## config.mk

```make
export PLATFORM = sky130hd
export DESIGN_NAME = pbts_cell
export DESIGN_NICKNAME = d
export VERILOG_FILES = /design/src/hw/rtl/pbts_pkg.sv /design/src/hw/rtl/pbts_cell.sv
export SDC_FILE = /design/constraint.sdc
export NUM_CORES = 1
export LEC_CHECK = 0
export BUFFER_PORTS_ARGS = -buffer_cell sky130_fd_sc_hd__clkbuf_2
export CAP_MARGIN = 20
export CORE_AREA = 2 2 346 348
export CTS_CLUSTER_DIAMETER = 60
export CTS_CLUSTER_SIZE = 24
export DETAILED_ROUTE_END_ITERATION = 6
export DIE_AREA = 0 0 348 350
export GPL_TIMING_DRIVEN = 0
export PLACE_DENSITY_LB_ADDON = 0.05
export SYNTH_ARGS = -nofsm -noshare
export SYNTH_HDL_FRONTEND = slang
export SYNTH_SLANG_ARGS = --single-unit
```

## constraint.sdc

```tcl
create_clock -name clk -period 4.2 [get_ports clk]
set_input_delay 0.42 -clock clk [delete_from_list [all_inputs] [get_ports clk]]
set_output_delay 0.42 -clock clk [all_outputs]
set_load 0.03 [all_outputs]
```

## src/hw/rtl/pbts_pkg.sv

```systemverilog
// Package for the priority bitmap task scheduler.
// Holds the shared types: task modes, function codes, cell commands and the chain record.
// No dependencies.
package pbts_pkg;

    localparam int ID_W   = 8;
    localparam int CNT_W  = 9;
    localparam int PRIO_W = 5;

    typedef logic [ID_W-1:0]   id_t;
    typedef logic [CNT_W-1:0]  cnt_t;
    typedef logic [PRIO_W-1:0] prio_t;

    typedef enum logic [2:0] {
        MODE_IDLE     = 3'd0,
        MODE_READY    = 3'd1,
        MODE_RUNNING  = 3'd2,
        MODE_SLEEPING = 3'd3,
        MODE_BLOCKED  = 3'd4
    } mode_t;

    typedef enum logic [3:0] {
        FN_ADD     = 4'd0,
        FN_REMOVE  = 4'd1,
        FN_PICK    = 4'd2,
        FN_SLEEP   = 4'd3,
        FN_WAKE    = 4'd4,
        FN_BLOCK   = 4'd5,
        FN_UNBLOCK = 4'd6,
        FN_TICK    = 4'd7,
        FN_SETCUR  = 4'd8
    } func_t;

    typedef enum logic [2:0] {
        OP_NONE   = 3'd0,
        OP_ENQ    = 3'd1,
        OP_DEQ    = 3'd2,
        OP_SLEEP  = 3'd3,
        OP_RUN    = 3'd4,
        OP_CHARGE = 3'd5
    } cell_op_t;

    typedef enum logic [2:0] {
        S_IDLE  = 3'd0,
        S_PASS1 = 3'd1,
        S_DEC1  = 3'd2,
        S_PASS2 = 3'd3,
        S_DEC2  = 3'd4,
        S_PASS3 = 3'd5,
        S_DEC3  = 3'd6,
        S_DONE  = 3'd7
    } fsm_t;

    // Broadcast to every cell: one update and the query of the running sweep.
    typedef struct packed {
        cell_op_t    op;
        id_t         id;
        prio_t       prio;
        logic [63:0] dl;
        logic [63:0] wake;
        cnt_t        k;
        cnt_t        q;
        mode_t       new_mode;
        logic        unsleep;
        logic        rot;
        cnt_t        qlen;
        logic [7:0]  quantum;
        id_t         qt;
        prio_t       qp;
        logic [63:0] qd;
        logic [63:0] qw;
    } cell_cmd_t;

    // Record handed from cell to cell during a sweep.
    typedef struct packed {
        mode_t       tgt_mode;
        prio_t       tgt_prio;
        cnt_t        tgt_qpos;
        cnt_t        tgt_spos;
        logic [7:0]  tgt_slice;
        logic [63:0] tgt_dl;
        logic        top_found;
        prio_t       top_prio;
        id_t         top_id;
        logic        sh_found;
        id_t         sh_id;
        prio_t       sh_prio;
        logic [63:0] sh_dl;
        logic [63:0] sh_wake;
        cnt_t        qlen;
        logic        ins_found;
        cnt_t        ins_pos;
        cnt_t        scnt;
    } chain_t;

endpackage

```

## src/hw/rtl/pbts_cell.sv

```systemverilog
// One task slot of the scheduler chain: mode, priority, deadline, wake tick,
// slice and list positions. Folds its slot into the sweep record. Uses pbts_pkg.
module pbts_cell
    import pbts_pkg::*;
(
    input  logic      clk,
    input  logic      rst_n,
    input  id_t       cell_id,
    input  cell_cmd_t cmd,
    input  chain_t    chain_in,
    output chain_t    chain_out
);

    mode_t       mode_reg, mode_next;
    prio_t       prio_reg, prio_next;
    logic [63:0] dl_reg, dl_next;
    logic [63:0] wake_reg, wake_next;
    logic [7:0]  slice_reg, slice_next;
    cnt_t        qpos_reg, qpos_next;
    cnt_t        spos_reg, spos_next;
    chain_t      chain_reg, chain_next;

    logic        me;
    logic        queued;
    logic        same_q;
    logic        sleeping;
    logic [7:0]  slice_dec;

    assign me        = (cell_id == cmd.id);
    assign queued    = (mode_reg == MODE_READY) || (mode_reg == MODE_RUNNING);
    assign same_q    = queued && (prio_reg == cmd.prio);
    assign sleeping  = (mode_reg == MODE_SLEEPING);
    assign slice_dec = (slice_reg == 8'd0) ? 8'd0 : slice_reg - 8'd1;
    assign chain_out = chain_reg;

    // Fold this slot into the sweep record.
    always_comb
    begin
        chain_next = chain_in;
        if (cell_id == cmd.qt)
        begin
            chain_next.tgt_mode  = mode_reg;
            chain_next.tgt_prio  = prio_reg;
            chain_next.tgt_qpos  = qpos_reg;
            chain_next.tgt_spos  = spos_reg;
            chain_next.tgt_slice = slice_reg;
            chain_next.tgt_dl    = dl_reg;
        end
        if (queued && (qpos_reg == '0) &&
            (!chain_in.top_found || (prio_reg > chain_in.top_prio)))
        begin
            chain_next.top_found = 1'b1;
            chain_next.top_prio  = prio_reg;
            chain_next.top_id    = cell_id;
        end
        if (sleeping && (spos_reg == '0))
        begin
            chain_next.sh_found = 1'b1;
            chain_next.sh_id    = cell_id;
            chain_next.sh_prio  = prio_reg;
            chain_next.sh_dl    = dl_reg;
            chain_next.sh_wake  = wake_reg;
        end
        if (queued && (prio_reg == cmd.qp))
        begin
            chain_next.qlen = chain_in.qlen + cnt_t'(1);
            if (((dl_reg == 64'd0) || (dl_reg > cmd.qd)) &&
                (!chain_in.ins_found || (qpos_reg < chain_in.ins_pos)))
            begin
                chain_next.ins_found = 1'b1;
                chain_next.ins_pos   = qpos_reg;
            end
        end
        if (sleeping && (wake_reg <= cmd.qw))
        begin
            chain_next.scnt = chain_in.scnt + cnt_t'(1);
        end
    end

    // Apply the broadcast update.
    always_comb
    begin
        mode_next  = mode_reg;
        prio_next  = prio_reg;
        dl_next    = dl_reg;
        wake_next  = wake_reg;
        slice_next = slice_reg;
        qpos_next  = qpos_reg;
        spos_next  = spos_reg;
        case (cmd.op)
            OP_ENQ:
            begin
                if (me)
                begin
                    mode_next = MODE_READY;
                    prio_next = cmd.prio;
                    dl_next   = cmd.dl;
                    qpos_next = cmd.k;
                    if (slice_reg == 8'd0)
                    begin
                        slice_next = cmd.quantum;
                    end
                end
                else
                begin
                    if (same_q && (qpos_reg >= cmd.k))
                    begin
                        qpos_next = qpos_reg + cnt_t'(1);
                    end
                    if (cmd.unsleep && sleeping && (spos_reg > cmd.q))
                    begin
                        spos_next = spos_reg - cnt_t'(1);
                    end
                end
            end
            OP_DEQ:
            begin
                if (me)
                begin
                    mode_next = cmd.new_mode;
                end
                else if (same_q && (qpos_reg > cmd.q))
                begin
                    qpos_next = qpos_reg - cnt_t'(1);
                end
            end
            OP_SLEEP:
            begin
                if (me)
                begin
                    mode_next = MODE_SLEEPING;
                    wake_next = cmd.wake;
                    spos_next = cmd.k;
                end
                else
                begin
                    if (same_q && (qpos_reg > cmd.q))
                    begin
                        qpos_next = qpos_reg - cnt_t'(1);
                    end
                    if (sleeping && (spos_reg >= cmd.k))
                    begin
                        spos_next = spos_reg + cnt_t'(1);
                    end
                end
            end
            OP_RUN:
            begin
                if (me)
                begin
                    mode_next = MODE_RUNNING;
                end
            end
            OP_CHARGE:
            begin
                if (me)
                begin
                    slice_next = (slice_dec == 8'd0) ? cmd.quantum : slice_dec;
                    if (cmd.rot)
                    begin
                        qpos_next = cmd.qlen - cnt_t'(1);
                    end
                end
                else if (cmd.rot && same_q && (qpos_reg != '0))
                begin
                    qpos_next = qpos_reg - cnt_t'(1);
                end
            end
            default:
            begin
                mode_next = mode_reg;
            end
        endcase
    end

    always_ff @(posedge clk or negedge rst_n)
    begin
        if (!rst_n)
        begin
            mode_reg  <= MODE_IDLE;
            slice_reg <= 8'd0;
            chain_reg <= '0;
        end
        else
        begin
            mode_reg  <= mode_next;
            slice_reg <= slice_next;
            chain_reg <= chain_next;
        end
    end

    always_ff @(posedge clk)
    begin
        prio_reg <= prio_next;
        dl_reg   <= dl_next;
        wake_reg <= wake_next;
        qpos_reg <= qpos_next;
        spos_reg <= spos_next;
    end

endmodule

```

==> results.cfg <==
[outcome]
status = finished, final reports clean

[detailed_routing]
vias = 19200
wl_met3_um = 7970
drt-pass1-iter-count = 5
avgRoutedWirePerCell_um = 22.8
drt_iter0_markers = 777
highest_layer = met5
dr_wl_met2_um = 55900
routed_wl_um = 108000
wl_met1_um = 41200
drc = 0
postRouteAntennaNets = 0
vias_per_cell = 4.06

[final_layout]
multiInputGateArea_mm2 = 0.00913
final_nets = 3921
drive_above_1_share = 0.415
final_core_util = 0.299
register_area_mm2 = 0.0119
final_cell_area_mm2 = 0.0352
areaGrowthSynthToFinish_pct = 61.1
largest_reg_flops = 282
fillerInstances = 12400

[timing]
slew_headroom = 0.331
tightest_slew_ns = 1.00
skew_ns = 0.0361
layout_min_cycle_time_ns = 3.87
slew_viol_final = 0
rsz0062_at_grt = no
finalWorstSetupSlack_ns = 0.331
fmax_mhz = 258
fin_crit_sh = 0.921
setup-tns-final_ns = 0
setup_viol = 0
hold_viol_final = 0

[pwr]
power.density_mw_per_mm2 = 371
peakVddDrop_v = 0.000269
p_leak_nw = 16.8

[yosys]
synth_commonest_cells = dfrtp_1 (293), mux2_2 (195), ha_1 (187)
yosysUniqueCellTypes = 65
synth_nets = 2538
netlist_instances = 1734
synth-seq-cells = 444
yosysTopAreaCell = dfrtp_1
syn_area_per_cell_um2 = 12.6
synth.cell_area_mm2 = 0.0219
synth.most_common_cell = dfrtp_1
synthArstFlopShare = 0.660
synthTopCellsByArea = dfrtp_1 (34%), edfxtp_1 (21%), ha_1 (11%)
synth_edf_count = 151
synth_top_area_frac = 0.335
synthFlopType = dfrtp_1
synth_warnings = 0
synth-seq-area-share = 0.543

[hold_path]
hold_class = input pin to flop

[clocking]
post_cts_buffers = 0
cts_buffers = 73
clock_path_buffers = 3
path_clk_slew_ns = 0.06
cts_root_buffer = clkbuf_16
cts_tree = done
htree_levels = 3
cts_sinks = 444
clkLatencyLatePin_ns = 0.64

[floorplanning]
start_util = 0.186
dieArea_mm2 = 0.122
die_h_um = 350
die_x_um = 348
ios = 899
core-area_mm2 = 0.118
rows = 126

[placed_design]
gp_congestion = 0.855
dpl.hpwl_um = 88600
io_buffer_count = 898
place_area_mm2 = 0.0285
pre_cts_ws_ns = 0.147

[global_routing]
grt_pass1_vias = 21100
grt_remaining_overflow = 0
grt_max_degree = 93
antenna_found_initial = 38
track_usage = 0.173
grt_pass1_wl_um = 151000

[job]
cap_violations = 0

[setup_path]
crit_type = flop to flop
critPathSlowestCell = nor4_1
crit_required_ns = 4.71
slowest_delay_ns = 0.85
path_max_fanout = 9
cpMostUsedCell = nor4_1
arrival_ns = 4.37
setup.worst_path.end_class = flop
crit_chain = nor4_1 -> nand4_1 -> nor4_1 -> a2111oi_0 -> o2111ai_1 -> o31a_2 -> o21ai_4 -> mux2_4
critical_path.startpoint_type = flop
## metal layers
layer	vias to the layer above	GRT usage
met2	680	0.315
met5	-	0
met3	136	0.0544
met4	14	0.0606
li1	9063	-
met1	9310	0.189
## stage by stage
| stage | hold WS [ns] | total power [W] | cells |
|---|---|---|---|
| CTS | 0.000706 | 0.0133 | 4714 |
| global route | 0.0243 | 0.0136 | 4731 |
| global placement | 0.503 | 0.00619 | 4168 |
| detailed placement | 0.437 | 0.00620 | 4183 |
| finish | 0.0485 | 0.0131 | 4735 |
| floorplan | 0.124 | 0.00548 | 1734 |
## cells by family (layout without fill, tap and decap cells)
family,after synthesis,in the layout,synth area share
AOI/OAI and AO/OA,255,255,0.0721
buffers and inverters,219,1663,0.0406
xor gates and xnor gates,67,67,0.0269
muxes,252,252,0.138
DFF,444,444,0.543
adders and majority gates,187,187,0.107
other,0,21,0
and+or+nand+nor,310,310,0.0724
## power by group
part	switching, W	internal (W)	leakage [nW]
sequential	0.0000654	0.00464	4.79
clock	0.00254	0.00410	1.30
combinational	0.000922	0.000808	10.7
## cell usage in the layout, fill, tap and decap left out, types with 8 or more instances in the layout
cell and n:
clkbuf_2 898, dlygate4sd3_1 395, dfrtp_1 293, mux2_2 195, ha_1 187, inv_1 174, edfxtp_1 151, a21oi_1 85
clkbuf_16 76, nand2_1 72, nor2_1 61, o21ai_0 60, mux2_4 50, nand4_1 37, a21o_1 37, xor2_1 35
nand3_1 33, xnor2_1 32, nor4_1 29, clkbuf_1 27, diode_2 21, nor3_1 18, inv_6 13, nand2b_1 12
buf_2 12, o22ai_1 11, bufinv_16 11, buf_6 9, nor2b_1 9, and3_1 8, a211oi_1 8
## final cells by class
cell class,instances,share of cell area
well taps,1536,0.0546
clock inverters,52,0.0197
repair buffers,1308,0.247
diodes,21,0.00149
plain buffers,44,0.00657
multi-input cells,1071,0.259
flip-flops and latches,444,0.337
clock buffers,84,0.0554
inverters,175,0.0187
## final timing paths
kind | endpoint | startpoint | slack (ns) | cells past startpoint
setup / recovery | chain_out[9] | dl_reg[30] | 0.33 | 8
hold / removal | chain_out[82] | chain_in[82] | 0.05 | 2
setup reg to reg | chain_out[9] | dl_reg[30] | 0.33 | 8
hold reg to reg | chain_out[31] | wake_reg[3] | 0.51 | 1
max in group asynchronous | chain_out[51] | rst_n | 2.60 | 4
min in group asynchronous | chain_out[243] | rst_n | 0.32 | 2
## repair_timing
action	4_1_cts	5_1_grt
hold endpoints to repair	443	0
hold buffers	395	0
resized for setup	0	1
endpoints found under the setup margin	0	1
## critical path: cells and delay by family (launching register included)
| kind | cells | cell delay (ns) |
|---|---|---|
| compound gates | 4 | 0.99 |
| flops | 1 | 0.48 |
| mux | 1 | 0.35 |
| simple gates | 3 | 1.91 |
No activity file was read; power rests on OpenSTA's default activity.
